$ cat src/hw/rtl/irsp_pkg.sv
// Package for the interlocked relay switch panel.
// Holds the beat widths, press code, reset values and mode codes.
// No dependencies.
package irsp_pkg;

  // Beat layout
  localparam int unsigned NUM_BYTES  = 11;
  localparam int unsigned IN_BITS    = NUM_BYTES * 8;
  localparam int unsigned NUM_LAMPS  = 10;
  localparam int unsigned OUT_BITS   = 16;
  localparam int unsigned CFG_BITS   = 16;
  localparam int unsigned NUM_TIMERS = 6;

  // Command kinds carried in tuser
  localparam logic CMD_FRAME = 1'b0;
  localparam logic CMD_TICK  = 1'b1;

  // A byte is a press only when it is ASCII '1'
  localparam logic [7:0] PRESS_CODE = 8'd49;

  localparam logic [CFG_BITS-1:0] LOCKOUT_RESET = 16'd50;

  // Mode machine codes; the unused code behaves as boost
  localparam logic [1:0] MODE_IDLE  = 2'd0;
  localparam logic [1:0] MODE_ON    = 2'd1;
  localparam logic [1:0] MODE_BOOST = 2'd2;

  // Mode lamp patterns on lamps 9-10
  localparam logic [1:0] MLAMP_IDLE  = 2'b00;
  localparam logic [1:0] MLAMP_ON    = 2'b01;
  localparam logic [1:0] MLAMP_BOOST = 2'b11;

  // Lockout timer slots
  localparam int unsigned TMR_LAMP5 = 0;
  localparam int unsigned TMR_LAMP6 = 1;
  localparam int unsigned TMR_LAMP7 = 2;
  localparam int unsigned TMR_LAMP8 = 3;
  localparam int unsigned TMR_ON    = 4;
  localparam int unsigned TMR_BOOST = 5;

endpackage

$ cat src/hw/rtl/interlocked_relay_switch_panel.sv
// Interlocked relay switch panel: top level.
// Frame and tick decode, lamp interlocks, mode machine and lockout timers.
// Depends on irsp_pkg.

// Every input beat is either an 11-byte button frame (tuser = 0) or a 10 ms
// tick (tuser = 1), and every beat yields exactly one output beat with the
// current ten lamp states and the activity lamp. The whole update runs as
// one pass of shallow logic from the panel state into the output register,
// so a new beat is taken every cycle while the output side keeps up; the
// single output register sets a one-beat depth between the two sides. The
// lockout reload value is written through the cfg channel, which is always
// ready, and should change only while the panel is idle.
module interlocked_relay_switch_panel
  import irsp_pkg::*;
#(
  parameter int unsigned TIMER_BITS = 16
) (
  input  logic                clk,
  input  logic                rst,
  // Input beats
  input  logic                s_tvalid,
  output logic                s_tready,
  // press_byte_1 [7:0], press_byte_2 [15:8], ... press_byte_11 [87:80]
  input  logic [IN_BITS-1:0]  s_tdata,
  // command [0]: 0 = button frame, 1 = tick
  input  logic                s_tuser,
  // Output beats
  output logic                m_tvalid,
  input  logic                m_tready,
  // lamps [9:0], activity_lamp [10], zero [15:11]
  output logic [OUT_BITS-1:0] m_tdata,
  // Lockout reload register
  input  logic                cfg_valid,
  output logic                cfg_ready,
  input  logic [CFG_BITS-1:0] cfg_data
);

  // Panel state
  logic [CFG_BITS-1:0]   lockout_ticks;
  logic [3:0]            mom_lamps;
  logic [3:0]            mom_locks;
  logic [3:0]            tog_lamps;
  logic [1:0]            mode;
  logic [TIMER_BITS-1:0] timers [NUM_TIMERS];
  logic                  activity;

  logic [3:0]            mom_lamps_next;
  logic [3:0]            mom_locks_next;
  logic [3:0]            tog_lamps_next;
  logic [1:0]            mode_next;
  logic [TIMER_BITS-1:0] timers_next [NUM_TIMERS];
  logic                  activity_next;
  logic [1:0]            mode_lamps;

  logic [NUM_BYTES-1:0]  press;
  logic                  any_byte;
  logic [TIMER_BITS-1:0] reload;
  logic                  in_beat;

  // Momentary pair: returns {locks, lamps} for one pair, first button bit 0
  function automatic logic [3:0] mom_pair(input logic [1:0] lamp_in,
                                          input logic [1:0] lock_in,
                                          input logic       pa,
                                          input logic       pb);
    logic [1:0] l;
    logic [1:0] k;
    l = lamp_in;
    k = lock_in;
    if (!pa) begin
      l[0] = 1'b0;
      k[1] = 1'b0;
    end
    if (!pb) begin
      l[1] = 1'b0;
      k[0] = 1'b0;
    end
    if (pa && !k[0]) begin
      l[0] = 1'b1;
      k[1] = 1'b1;
    end
    if (pb && !k[1]) begin
      l[1] = 1'b1;
      k[0] = 1'b1;
    end
    return {k, l};
  endfunction

  // Toggle press: bit 0 is the pressed lamp, bit 1 its partner
  function automatic logic [1:0] tog_step(input logic [1:0] pair_in);
    logic [1:0] p;
    p = pair_in;
    if (!p[0]) begin
      if (!p[1]) begin
        p[0] = 1'b1;
      end
      p[1] = 1'b0;
    end else begin
      p[0] = 1'b0;
    end
    return p;
  endfunction

  assign in_beat   = s_tvalid && s_tready;
  assign s_tready  = !m_tvalid || m_tready;
  assign cfg_ready = 1'b1;
  assign reload    = TIMER_BITS'(lockout_ticks);

  // Decode the frame bytes
  always_comb begin
    for (int i = 0; i < NUM_BYTES; i++) begin
      press[i] = (s_tdata[i*8 +: 8] == PRESS_CODE);
    end
    any_byte = |s_tdata;
  end

  // Next panel state for the beat on the input
  always_comb begin
    logic [3:0] ma;
    logic [3:0] mb;
    logic [1:0] pr;
    ma             = '0;
    mb             = '0;
    pr             = '0;
    mom_lamps_next = mom_lamps;
    mom_locks_next = mom_locks;
    tog_lamps_next = tog_lamps;
    mode_next      = mode;
    activity_next  = activity;
    for (int t = 0; t < NUM_TIMERS; t++) begin
      timers_next[t] = timers[t];
    end

    if (s_tuser == CMD_TICK) begin
      // Count lockouts down, hold at zero
      for (int t = 0; t < NUM_TIMERS; t++) begin
        if (timers[t] != '0) begin
          timers_next[t] = timers[t] - 1'b1;
        end
      end
    end else begin
      activity_next = any_byte;

      // Momentary pairs
      ma = mom_pair(mom_lamps[1:0], mom_locks[1:0], press[0], press[1]);
      mb = mom_pair(mom_lamps[3:2], mom_locks[3:2], press[2], press[3]);
      mom_lamps_next = {mb[1:0], ma[1:0]};
      mom_locks_next = {mb[3:2], ma[3:2]};

      // Toggle pairs, first button before second
      if (press[4] && timers[TMR_LAMP5] == '0) begin
        tog_lamps_next[1:0] = tog_step(tog_lamps_next[1:0]);
        timers_next[TMR_LAMP5] = reload;
      end
      if (press[5] && timers[TMR_LAMP6] == '0) begin
        pr = tog_step({tog_lamps_next[0], tog_lamps_next[1]});
        tog_lamps_next[1:0] = {pr[0], pr[1]};
        timers_next[TMR_LAMP6] = reload;
      end
      if (press[6] && timers[TMR_LAMP7] == '0) begin
        tog_lamps_next[3:2] = tog_step(tog_lamps_next[3:2]);
        timers_next[TMR_LAMP7] = reload;
      end
      if (press[7] && timers[TMR_LAMP8] == '0) begin
        pr = tog_step({tog_lamps_next[2], tog_lamps_next[3]});
        tog_lamps_next[3:2] = {pr[0], pr[1]};
        timers_next[TMR_LAMP8] = reload;
      end

      // Mode machine, enabled by byte 9
      if (press[8]) begin
        if (press[9] && timers[TMR_ON] == '0) begin
          if (!press[10]) begin
            mode_next = (mode == MODE_ON) ? MODE_IDLE : MODE_ON;
          end
          timers_next[TMR_ON] = reload;
        end
        if (press[10] && timers[TMR_BOOST] == '0) begin
          if (!press[9]) begin
            mode_next = (mode_next >= MODE_BOOST) ? MODE_IDLE : MODE_BOOST;
          end
          timers_next[TMR_BOOST] = reload;
        end
      end
    end
  end

  // Mode lamps
  always_comb begin
    case (mode_next)
      MODE_IDLE: mode_lamps = MLAMP_IDLE;
      MODE_ON:   mode_lamps = MLAMP_ON;
      default:   mode_lamps = MLAMP_BOOST;
    endcase
  end

  // Take config writes
  always_ff @(posedge clk) begin
    if (rst) begin
      lockout_ticks <= LOCKOUT_RESET;
    end else if (cfg_valid && cfg_ready) begin
      lockout_ticks <= cfg_data;
    end
  end

  // Advance panel state on each input beat
  always_ff @(posedge clk) begin
    if (rst) begin
      mom_lamps <= '0;
      mom_locks <= '0;
      tog_lamps <= '0;
      mode      <= MODE_IDLE;
      activity  <= 1'b0;
      for (int t = 0; t < NUM_TIMERS; t++) begin
        timers[t] <= TIMER_BITS'(LOCKOUT_RESET);
      end
    end else if (in_beat) begin
      mom_lamps <= mom_lamps_next;
      mom_locks <= mom_locks_next;
      tog_lamps <= tog_lamps_next;
      mode      <= mode_next;
      activity  <= activity_next;
      for (int t = 0; t < NUM_TIMERS; t++) begin
        timers[t] <= timers_next[t];
      end
    end
  end

  // Output register: hold until taken
  always_ff @(posedge clk) begin
    if (rst) begin
      m_tvalid <= 1'b0;
    end else if (in_beat) begin
      m_tvalid <= 1'b1;
    end else if (m_tready) begin
      m_tvalid <= 1'b0;
    end
  end

  always_ff @(posedge clk) begin
    if (in_beat) begin
      m_tdata <= {(OUT_BITS - NUM_LAMPS - 1)'(0), activity_next, mode_lamps,
                  tog_lamps_next, mom_lamps_next};
    end
  end

endmodule
$ cat config.mk
export PLATFORM = sky130hd
export DESIGN_NAME = interlocked_relay_switch_panel
export DESIGN_NICKNAME = d
export VERILOG_FILES = /design/src/hw/rtl/irsp_pkg.sv /design/src/hw/rtl/interlocked_relay_switch_panel.sv
export SDC_FILE = /design/constraint.sdc
export NUM_CORES = 1
export LEC_CHECK = 0
export BUFFER_PORTS_ARGS = -buffer_cell sky130_fd_sc_hd__buf_2
export CAP_MARGIN = 40
export CORE_MARGIN = 2
export CORE_UTILIZATION = 40
export CTS_BUF_LIST = sky130_fd_sc_hd__clkbuf_8
export CTS_CLUSTER_DIAMETER = 150
export DETAILED_ROUTE_END_ITERATION = 6
export GPL_TIMING_DRIVEN = 1
export PLACE_DENSITY = 0.67
export SETUP_SLACK_MARGIN = 0.2
export SLEW_MARGIN = 20
export SYNTH_ARGS = -nofsm -noshare
export SYNTH_HDL_FRONTEND = slang
export SYNTH_SLANG_ARGS = --single-unit
$ cat constraint.sdc
create_clock -name clk -period 3.5 [get_ports clk]
set_clock_uncertainty 0.05 [all_clocks]
set_input_delay 0.525 -clock clk [delete_from_list [all_inputs] [get_ports clk]]
set_output_delay 0.525 -clock clk [all_outputs]
set_load 0.05 [all_outputs]
==> qor.csv, run 1 <==
metric;value;unit
grt_use_total;20.69;%
slowest_delay;550;ps
htree_levels;4;
syn-cell-area;0.007717;mm^2
cts_tree;yes;
crit_fanout;16;
rows;50;
path_class;reg -> reg;
r2r-end;timers[2][13];
hold_buffers;0;
fin_crit_sh;78.68;%
clock-sinks;139;
crit_chain;or4_1, or3_1, or3_1, o21ai_0, a21o_1, buf_4;
powerDensity;408.0;mW/mm^2
p_leak;3.337;nW
status;finished clean;
max-cap-violations;0;
cpMostUsedCell;or3_1;
core_area;0.01883;mm^2
cts.clk_slew.worst_paths;70;ps
finalWeightedCongestion;0.8548;
yosys_warnings;0;
grt_overflow;0;
dr.pass1.iters;5;
synth_edf_count;107;
yosys.area.top_type;edfxtp_1;
vias;6638;
utilization;48.32;%
async_reset_ff_share;0;%
worst-slew-pin-transition;753.1;ps
synth.top_cell.area_share;41.63;%
final_cell_mix;121 x buf_2, 107 x edfxtp_1, 98 x a21oi_1;
areaGrowthSynthToFinish;17.90;%
hp-class;in -> reg;
antenna_found_initial;0;
start_util;40.98;%
initialDrtViolationCount;640;
synth_cells;786;
slew_headroom;49.61;%
cp_top_family;simple AND/OR/NAND/NOR gates;
numCtsBuffers;17;
r2r_slack;750;ps
total_power;0.003712;W
required;3590;ps
fill_cells;1764;
fin_setup_tns;0;ps
drive_gt1_share;20.36;%
avgViaCountPerCell;5.541;
clockBufferDepth;2;
startpoint_type;register;
clock_latency;450;ps
cts_setup_buffers;0;
routed_wl;20.42;mm
path_buf_inv;1;
first_global_vias;6274;
fin_cells;1198;
wl_per_cell;17.05;um
r2r_cells;6;
max_freq;363.2;MHz
antenna_cells;0;
dieHeight;142.9;um
rsz0062_at_grt;false;
layout_commonest_cell;buf_2;
hold_viol;0;
hp-start;cfg_data[4];
ys_ff_latch;139;
post_cts_resized;0;
port-buffer-count;122;
avgSynthCellArea;9.819;um^2
grt_pass1_wl;32.57;mm
drv_slew;0;
ant_nets;0;
yosysSeqAreaShare;49.94;%
ios;129;
drc;0;
dp_cells;1166;
hpwl;14.13;mm
r2r-start;timers[2][6];
dieArea;0.02042;mm^2
vdd.ir_drop.worst;265.0;uV
grt_max_degree;47;
hold_depth;2;
final_nets;1047;
ys_types;57;
fin_crit;2754;ps
root_buffer;clkbuf_8;
hold-worst-slack;236.8;ps
synth.area.top_cells;edfxtp_1 42%, dfxtp_1 8.3%, a21oi_1 6.4%, xnor2_1 5.3%, nor2_1 3.7%;
fp.dieW;142.9;um
arrival;2840;ps
final-setup-viol-count;0;
min_delay_worst_endpoint;lockout_ticks[4];
cp-end-kind;register;
synth_ff_type;edfxtp_1;
slowest_stage;or4_1;
-- report_power, final --
| group | leakage [nW] | internal [W] | switching, W | total, W |
|---|---|---|---|---|
| Sequential | 1.34 | 0.00189 | 0.0000818 | 0.00197 |
| Combinational | 1.79 | 0.000190 | 0.000307 | 0.000496 |
| Clock | 0.212 | 0.000623 | 0.000619 | 0.00124 |
-- layout make-up --
| class | instances | area [um^2] | share of cell area, % |
|---|---|---|---|
| flip-flops and latches | 139 | 3854 | 42.35 |
| multi-input cells | 596 | 3642 | 40.03 |
| repair buffers | 152 | 838.3 | 9.213 |
| well taps | 260 | 325.3 | 3.575 |
| clock buffers | 21 | 289.0 | 3.177 |
| clock inverters | 11 | 78.83 | 0.8663 |
| inverters | 19 | 71.32 | 0.7838 |
-- registers in the layout, summed over array words and instances (netlist names) --
name / count
timers: 96
lockout_ticks: 16
m_tdata: 11
mom_lamps: 4
mom_locks: 4
tog_lamps: 4
mode: 2
activity: 1
m_tvalid: 1
-- how the worst max path moves through the flow --
stage / from / cells past startpoint / endpoint / slack, ps
floorplan: s_tdata[83] / 6 / timers[5][0] / 410
global placement: s_tdata[51] / 7 / timers[2][7] / 600
detailed placement: s_tdata[51] / 7 / timers[2][12] / 580
CTS: timers[2][6] / 6 / timers[2][12] / 750
global route: timers[2][6] / 6 / timers[2][13] / 600
finish: timers[2][6] / 6 / timers[2][13] / 750
-- layer usage --
metal | vias up | share of wire, % | GRT usage, %
li1 | 3205 | - | -
met1 | 3167 | 46 | 29.60
met2 | 230 | 44 | 30.32
met3 | 36 | 7.6 | 5.366
met4 | 0 | 2.5 | 7.191
met5 | - | 0 | 0
-- through the flow --
| step | area, um^2 | worst slack [ps] |
|---|---|---|
| 5_1_grt | 9099 | 597.8 |
| 2_1_floorplan | 7732 | 410.6 |
| 4_1_cts | 9099 | 745.3 |
| 6_report | 9099 | 746.4 |
| 3_5_place_dp | 8731 | 584.1 |
| 3_3_place_gp | 8723 | 595.7 |
-- cell usage after synthesis (23+ instances only) --
cell type and number:
dfxtp_1 32, edfxtp_1 107, xor2_1 25, nor3_1 29, nor2_1 76, nor4_1 29, clkbuf_1 23, xnor2_1 47
a21oi_1 98, nand3_1 25, nand2_1 46, o21ai_0 40
-- logic make-up after synthesis --
| kind of cell | after synthesis | synth area share, % |
|---|---|---|
| buffers and inverters | 55 | 3.064 |
| XOR/XNOR | 72 | 8.171 |
| flip-flops | 139 | 49.94 |
| multiplexers | 17 | 2.221 |
| adder cells (fa/ha/maj) | 12 | 1.945 |
| other | 2 | 0.09731 |
| AND/OR/NAND/NOR | 306 | 21.17 |
| AO/OA/AOI/OAI | 183 | 13.39 |
Power figures use the tool's default switching activity.
==> run 2: changes to the inputs <==
--- a/config.mk
+++ b/config.mk
@@ -5,6 +5,7 @@
 export SDC_FILE = /design/constraint.sdc
 export NUM_CORES = 1
 export LEC_CHECK = 0
+export ABC_AREA = 1
 export BUFFER_PORTS_ARGS = -buffer_cell sky130_fd_sc_hd__buf_2
 export CAP_MARGIN = 40
 export CORE_MARGIN = 2
@@ -13,7 +14,7 @@
 export CTS_CLUSTER_DIAMETER = 150
 export DETAILED_ROUTE_END_ITERATION = 6
 export GPL_TIMING_DRIVEN = 1
-export PLACE_DENSITY = 0.67
+export PLACE_DENSITY = 0.66
 export SETUP_SLACK_MARGIN = 0.2
 export SLEW_MARGIN = 20
 export SYNTH_ARGS = -nofsm -noshare
==> constraint.sdc (replaced) <==
create_clock -name clk -period 2.8 [get_ports clk]
set_clock_uncertainty 0.05 [all_clocks]
set_input_delay 0.42 -clock clk [delete_from_list [all_inputs] [get_ports clk]]
set_output_delay 0.42 -clock clk [all_outputs]
set_load 0.05 [all_outputs]
==> run 2 against run 1 <==
Effect of this change:
- global-route usage grew 0.31 points
- via count grew 19%
- sequential share of layout area shrank 3.8 points
- critical path type unchanged
- largest power group unchanged
==> qor.csv, run 2 <==
metric;value;unit;change
status;finished clean;;unchanged
post-synth-top-count-cell;nand2_1;;was edfxtp_1
synth.area.top_cells;edfxtp_1 37%, nand2_1 10%, dfxtp_1 7.4%, nor2_1 6.6%, a21oi_1 6.2%;;was edfxtp_1 42%, dfxtp_1 8.3%, a21oi_1 6.4%, xnor2_1 5.3%, nor2_1 3.7%
yosys_warnings;0;;unchanged
final-setup-viol-count;0;;unchanged
fill_cells;2125;;was 1,764
root_buffer;clkbuf_8;;unchanged
r2r-start;timers[3][0];;was timers[2][6]
vias;7901;;was 6,638
drive_gt1_share;19.86;%;was 20.36%
max-cap-violations;0;;unchanged
fin_crit_sh;78.38;%;was 78.68%
ios;129;;unchanged
p_switching;0.001533;W;was 0.001007 W
finalWeightedCongestion;0.8478;;was 0.8548
final_cell_mix;243 x nand2_1, 154 x nor2_1, 122 x buf_2;;was 121 x buf_2, 107 x edfxtp_1, 98 x a21oi_1
areaGrowthSynthToFinish;14.65;%;was 17.90%
met2_usage;36.79;%;was 30.32%
hpwl;16.88;mm;was 14.13 mm
powerDensity;479.3;mW/mm^2;was 408.0 mW/mm^2
cp-end-kind;register;;unchanged
top_register;timers;;unchanged
rsz0062_at_grt;false;;unchanged
max_freq;455.6;MHz;was 363.2 MHz
r2r-end;timers[3][13];;was timers[2][13]
clock_latency;480;ps;was 450 ps
r2r_slack;610;ps;was 750 ps
crit_fanout;16;;unchanged
htree_levels;4;;unchanged
slew_headroom;55.62;%;was 49.61%
wl_per_cell;15.79;um;was 17.05 um
met3_usage;3.922;%;was 5.366%
ant_nets;0;;unchanged
dieArea;0.02298;mm^2;was 0.02042 mm^2
start_util;41.06;%;was 40.98%
synth.top_cell.area_share;36.88;%;was 41.63%
hp-start;cfg_data[4];;unchanged
fin_area;0.009990;mm^2;was 0.009099 mm^2
initialDrtViolationCount;738;;was 640
clock-sinks;139;;unchanged
core_area;0.02122;mm^2;was 0.01883 mm^2
dieHeight;151.6;um;was 142.9 um
worst-slew-pin-transition;664.1;ps;was 753.1 ps
antenna_cells;0;;unchanged
cts_tree;yes;;unchanged
async_reset_ff_share;0;%;unchanged
post_cts_resized;0;;unchanged
layout_commonest_cell;nand2_1;;was buf_2
final_nets;1363;;was 1,047
hold_buffers;0;;unchanged
hold-worst-slack;111.5;ps;was 236.8 ps
cts.clk_slew.worst_paths;90;ps;was 70 ps
r2r_cells;8;;was 6
syn-cell-area;0.008713;mm^2;was 0.007717 mm^2
numCtsBuffers;17;;unchanged
fin_crit;2195;ps;was 2754 ps
gr-usage-met1;26.65;%;was 29.60%
routed_wl;24.15;mm;was 20.42 mm
avgViaCountPerCell;5.167;;was 5.541
drc;0;;unchanged
avgSynthCellArea;7.773;um^2;was 9.819 um^2
largest_register_ffs;96;;unchanged
vdd.ir_drop.worst;293.2;uV;was 265.0 uV
pwr-share-comb;15.6;%;was 13.4%
postPlaceCellArea;0.009624;mm^2;was 0.008731 mm^2
arrival;2250;ps;was 2840 ps
cts_setup_buffers;0;;unchanged
p_int;0.003255;W;was 0.002705 W
fp.dieW;151.6;um;was 142.9 um
synth_ff_type;edfxtp_1;;unchanged
port-buffer-count;122;;unchanged
yosys-top-cells-count;243 x nand2_1, 154 x nor2_1, 108 x a21oi_1, 108 x inv_1, 107 x edfxtp_1;;was 107 x edfxtp_1, 98 x a21oi_1, 76 x nor2_1
grt_max_degree;85;;was 47
dr.pass1.iters;5;;unchanged
p_sw_share;32.01;%;was 27.14%
drv_slew;0;;unchanged
p_leak;4.134;nW;was 3.337 nW
clockBufferDepth;2;;unchanged
ys_types;44;;was 57
top_regs;timers: 96 flops, lockout_ticks: 16 flops, m_tdata: 11 flops;;unchanged
path_class;reg -> reg;;unchanged
yosysSeqAreaShare;44.23;%;was 49.94%
grt_overflow;0;;unchanged
synth_edf_count;107;;unchanged
clkPwrFrac;32.8;%;was 33.4%
ys_ff_latch;139;;unchanged
grt_use_total;20.99;%;was 20.69%
min_delay_worst_endpoint;lockout_ticks[4];;unchanged
grt_pass1_wl;36.67;mm;was 32.57 mm
first_global_vias;7179;;was 6,274
hp-class;in -> reg;;unchanged
rows;53;;was 50
synth_cells;1121;;was 786
hold_viol;0;;unchanged
busiest_layer;met2;;unchanged
hold_depth;3;;was 2
pwr-share-seq;51.6;%;was 53.2%
startpoint_type;register;;unchanged
required;2860;ps;was 3590 ps
total_power;0.004788;W;was 0.003712 W
antenna_found_initial;0;;unchanged
yosys.area.top_type;edfxtp_1;;unchanged
-- run 2: changes by cell type in the layout (fill, tap and decap cells not counted), moves of 23 or more --
| cell | previous run | this run |
|---|---|---|
| nand3_1 | 25 | 56 |
| nor2_1 | 76 | 154 |
| nand2_1 | 46 | 243 |
| nor2_2 | 0 | 25 |
| nor4_1 | 29 | 5 |
| xnor2_1 | 47 | 11 |
| inv_1 | 24 | 107 |
| buf_4 | 31 | 8 |
-- run 2: critical path, stage by stage (launching register included) --
cell      delay [ps]
edfxtp_1         450
inv_1            150
ha_1             180
nand2_1           60
nor2_1           130
nand4_1          150
nand2_1           90
a31oi_1           80
inv_1            490
-- run 2: logic make-up (layout without fill, tap and decap cells) --
| group | count (synthesis) | count (layout) | share of synthesized area [%] |
|---|---|---|---|
| adders and majority gates | 12 | 12 | 1.723 |
| and+or+nand+nor | 577 | 577 | 31.13 |
| DFF | 139 | 139 | 44.23 |
| xor gates and xnor gates | 30 | 30 | 3.015 |
| AOI/OAI and AO/OA | 208 | 208 | 12.72 |
| buffers and inverters | 153 | 282 | 7.094 |
| other | 2 | 6 | 0.08619 |
-- run 2: through the flow --
| stage | std cells | setup WS, ps | util (%) | TNS [ps] |
|---|---|---|---|---|
| 6_report | 1529 | 605.3 | 47.08 | 0 |
| 5_1_grt | 1529 | 414.2 | 47.08 | 0 |
| 4_1_cts | 1529 | 617.3 | 47.08 | 0 |
| 3_5_place_dp | 1497 | 448.1 | 45.35 | 0 |
| 3_3_place_gp | 1497 | 482.9 | 45.35 | 0 |
| 2_1_floorplan | 1125 | -119.7 | - | -3830 |
-- run 2: layer usage --
layer  up-vias  share of wire, %
met1      3576                42
met3        24               8.2
li1       3974                 -
met2       327                48
met5         -                 0
met4         0               1.1
-- run 2: cell type report --
cell class              instances  area, um^2  share of cell area (%)
multi-input cells             833        4257                   42.61
inverters                     117       439.2                   4.396
clock inverters                15       131.4                   1.315
flip-flops and latches        139        3854                   38.58
clock buffers                  17       234.0                   2.342
repair buffers                133       730.7                   7.315
well taps                     275       344.1                   3.444
-- run 2: worst max-delay path by stage --
stage,start,to,depth (start not counted)
floorplan,m_tvalid,timers[4][0],7
global placement,s_tdata[63],timers[3][6],8
detailed placement,s_tdata[63],timers[3][6],8
CTS,timers[0][0],timers[0][2],8
global route,timers[3][0],timers[3][10],8
finish,timers[3][0],timers[3][13],8
-- run 2: power groups by stage --
stage	clock, W	combinational [W]	sequential (W)
2_1_floorplan	0	0.000462	0.00253
3_3_place_gp	0	0.000739	0.00251
3_5_place_dp	0	0.000745	0.00252
4_1_cts	0.00160	0.000750	0.00247
5_1_grt	0.00168	0.000836	0.00249
6_report	0.00157	0.000749	0.00247
==> run 3: changes to the inputs <==
--- a/config.mk
+++ b/config.mk
@@ -14,7 +14,7 @@
 export CTS_CLUSTER_DIAMETER = 150
 export DETAILED_ROUTE_END_ITERATION = 6
 export GPL_TIMING_DRIVEN = 1
-export PLACE_DENSITY = 0.66
+export PLACE_DENSITY = 0.69
 export SETUP_SLACK_MARGIN = 0.2
 export SLEW_MARGIN = 20
 export SYNTH_ARGS = -nofsm -noshare
==> constraint.sdc (replaced) <==
create_clock -name clk -period 1.8 [get_ports clk]
set_clock_uncertainty 0.05 [all_clocks]
set_input_delay 0.27 -clock clk [delete_from_list [all_inputs] [get_ports clk]]
set_output_delay 0.27 -clock clk [all_outputs]
set_load 0.05 [all_outputs]
==> run 3 against run 2 <==
Effect of this change:
- the flow now finishes with violations (negative setup slack)
- critical path depth is the same
- sequential share of layout area shrank 9.2 points
- worst hold slack lost 110 ps
- sequential power grew 55%
- clock power grew 47%
- non-clock buffer count grew 226
- via count grew 18%
- setup slack lost 740 ps
- largest power group unchanged
- final area grew 31%
- power grew 68%
==> qor.csv, run 3 (synthesized netlist as in run 2, its figures left out) <==
metric;value;unit;change
max_freq;518.2;MHz;was 455.6 MHz
max-cap-violations;0;;unchanged
worst-slew-pin-transition;629.6;ps;was 664.1 ps
grt_overflow;0;;unchanged
fp.dieW;151.6;um;unchanged
routed_wl;29.79;mm;was 24.15 mm
clkPwrFrac;28.6;%;was 32.8%
dieArea;0.02298;mm^2;unchanged
powerDensity;614.2;mW/mm^2;was 479.3 mW/mm^2
rows;53;;unchanged
largest_register_ffs;96;;unchanged
drc;0;;unchanged
dr.pass1.iters;5;;unchanged
clock_latency;460;ps;was 480 ps
p_sw_share;32.07;%;was 32.01%
start_util;41.06;%;unchanged
crit_fanout;2;;was 16
final_nets;1591;;was 1,363
fin_cells;1757;;was 1,529
top_regs;timers: 96 flops, lockout_ticks: 16 flops, m_tdata: 11 flops;;unchanged
rsz0062_at_grt;true;;was false
hp-class;in -> reg;;unchanged
cp-end-kind;register;;unchanged
status;finished with violations;;was finished clean
drv_slew;0;;unchanged
slew_headroom;58.03;%;was 55.62%
top_register;timers;;unchanged
dieHeight;151.6;um;unchanged
final-setup-viol-count;87;;was 0
root_buffer;clkbuf_8;;unchanged
avgViaCountPerCell;5.287;;was 5.167
vdd.ir_drop.worst;431.1;uV;was 293.2 uV
dp_cells;1601;;was 1,497
fin_ws;-129.7;ps;was 605.3 ps
grt_max_degree;50;;was 85
p_leak;5.487;nW;was 4.134 nW
antenna_cells;0;;unchanged
cts_tree;yes;;unchanged
vias;9290;;was 7,901
wl_per_cell;16.96;um;was 15.79 um
hpwl;18.14;mm;was 16.88 mm
initialDrtViolationCount;830;;was 738
grt_use_total;23.58;%;was 20.99%
fin_crit;1930;ps;was 2195 ps
cts.clk_slew.worst_paths;80;ps;was 90 ps
port-buffer-count;122;;unchanged
final_cell_mix;196 x nand2_1, 161 x buf_4, 122 x buf_2;;was 243 x nand2_1, 154 x nor2_1, 122 x buf_2
place_ws;-174.1;ps;was 448.1 ps
ios;129;;unchanged
startpoint_type;register;;unchanged
pwr-share-comb;23.9;%;was 15.6%
core_area;0.02122;mm^2;unchanged
finalWeightedCongestion;0.8739;;was 0.8478
layout_commonest_cell;nand2_1;;unchanged
antenna_found_initial;0;;unchanged
clock-sinks;139;;unchanged
required;2050;ps;was 2860 ps
p_int;0.005480;W;was 0.003255 W
first_global_vias;8385;;was 7,179
arrival;2180;ps;was 2250 ps
total_power;0.008067;W;was 0.004788 W
ant_nets;0;;unchanged
areaGrowthSynthToFinish;50.75;%;was 14.65%
drive_gt1_share;45.14;%;was 19.86%
grt_pass1_wl;41.68;mm;was 36.67 mm
path_class;reg -> reg;;unchanged
p_switching;0.002587;W;was 0.001533 W
violations;negative setup slack;;
clockBufferDepth;2;;unchanged
htree_levels;4;;unchanged
hold_viol;0;;unchanged
numCtsBuffers;17;;unchanged
fin_crit_sh;107.2;%;was 78.38%
pwr-share-seq;47.5;%;was 51.6%
[run 3: power by group through the flow]
| stage | clock network [W] | registers, W | logic (W) |
|---|---|---|---|
| after floorplan | 0 | 0.00394 | 0.000750 |
| after global placement | 0 | 0.00388 | 0.00143 |
| after detailed placement | 0 | 0.00389 | 0.00145 |
| after CTS | 0.00232 | 0.00382 | 0.00167 |
| after global routing | 0.00247 | 0.00385 | 0.00207 |
| final | 0.00231 | 0.00383 | 0.00193 |
[run 3: final timing paths]
path | slack [ps] | cells after the start | to | startpoint
worst max register to register | -130 | 8 | timers[0][14] | timers[0][8]
worst min-delay path | 5 | 3 | lockout_ticks[0] | cfg_data[0]
worst min register to register | 400 | 2 | mom_locks[1] | mom_locks[1]
worst max-delay path | -130 | 8 | timers[0][14] | timers[0][8]
[run 3: timing repair]
action | CTS | global route
endpoints found under the setup margin | 158 | 188
gates cloned | 3 | 1
hold endpoints to repair | 13 | 0
buffers inserted | 61 | 46
hold buffers | 13 | 0
resized for setup | 157 | 164
pin swaps | 76 | 111
[run 3: stage by stage]
| stage | cell area (um^2) | setup TNS, ps | utilization [%] | hold slack (ps) |
|---|---|---|---|---|
| after floorplan | 8876 | -1516 | - | 346.3 |
| after global routing | 13140 | -14960 | 61.90 | -0.7204 |
| final | 13140 | -3261 | 61.90 | 5.479 |
| after detailed placement | 10650 | -4036 | 50.20 | 390.4 |
| after CTS | 12170 | -261.9 | 57.33 | 4.440 |
| after global placement | 10650 | -2847 | 50.20 | 379.0 |
[run 3: final cells by class]
cell class,instances,area (um^2)
Multi-Input combinational cell,833,5285
Fill cell,1678,8085
Sequential cell,139,3857
Timing Repair inverter,2,22.52
Tap cell,275,344.1
Clock inverter,14,103.9
Inverter,117,480.5
Timing Repair Buffer,359,2794
Clock buffer,18,247.7
[run 3: critical path, cell delays in order (launching register included)]
cell and delay (ps):
edfxtp_1 470, nor2_4 210, nand2_2 110, buf_4 150
nor3_4 220, nand2_1 120, a21oi_1 180, o21ai_1 110
a21oi_1 150
[run 3: metal layers]
layer	vias to the layer above	GRT usage, %	wire length (um)	part of all wire [%]
met1	4351	28.78	11700	39
met2	430	41.70	14780	50
met5	-	0	0	0
li1	4438	-	-	-
met4	0	7.222	824	2.8
met3	71	5.060	2483	8.3
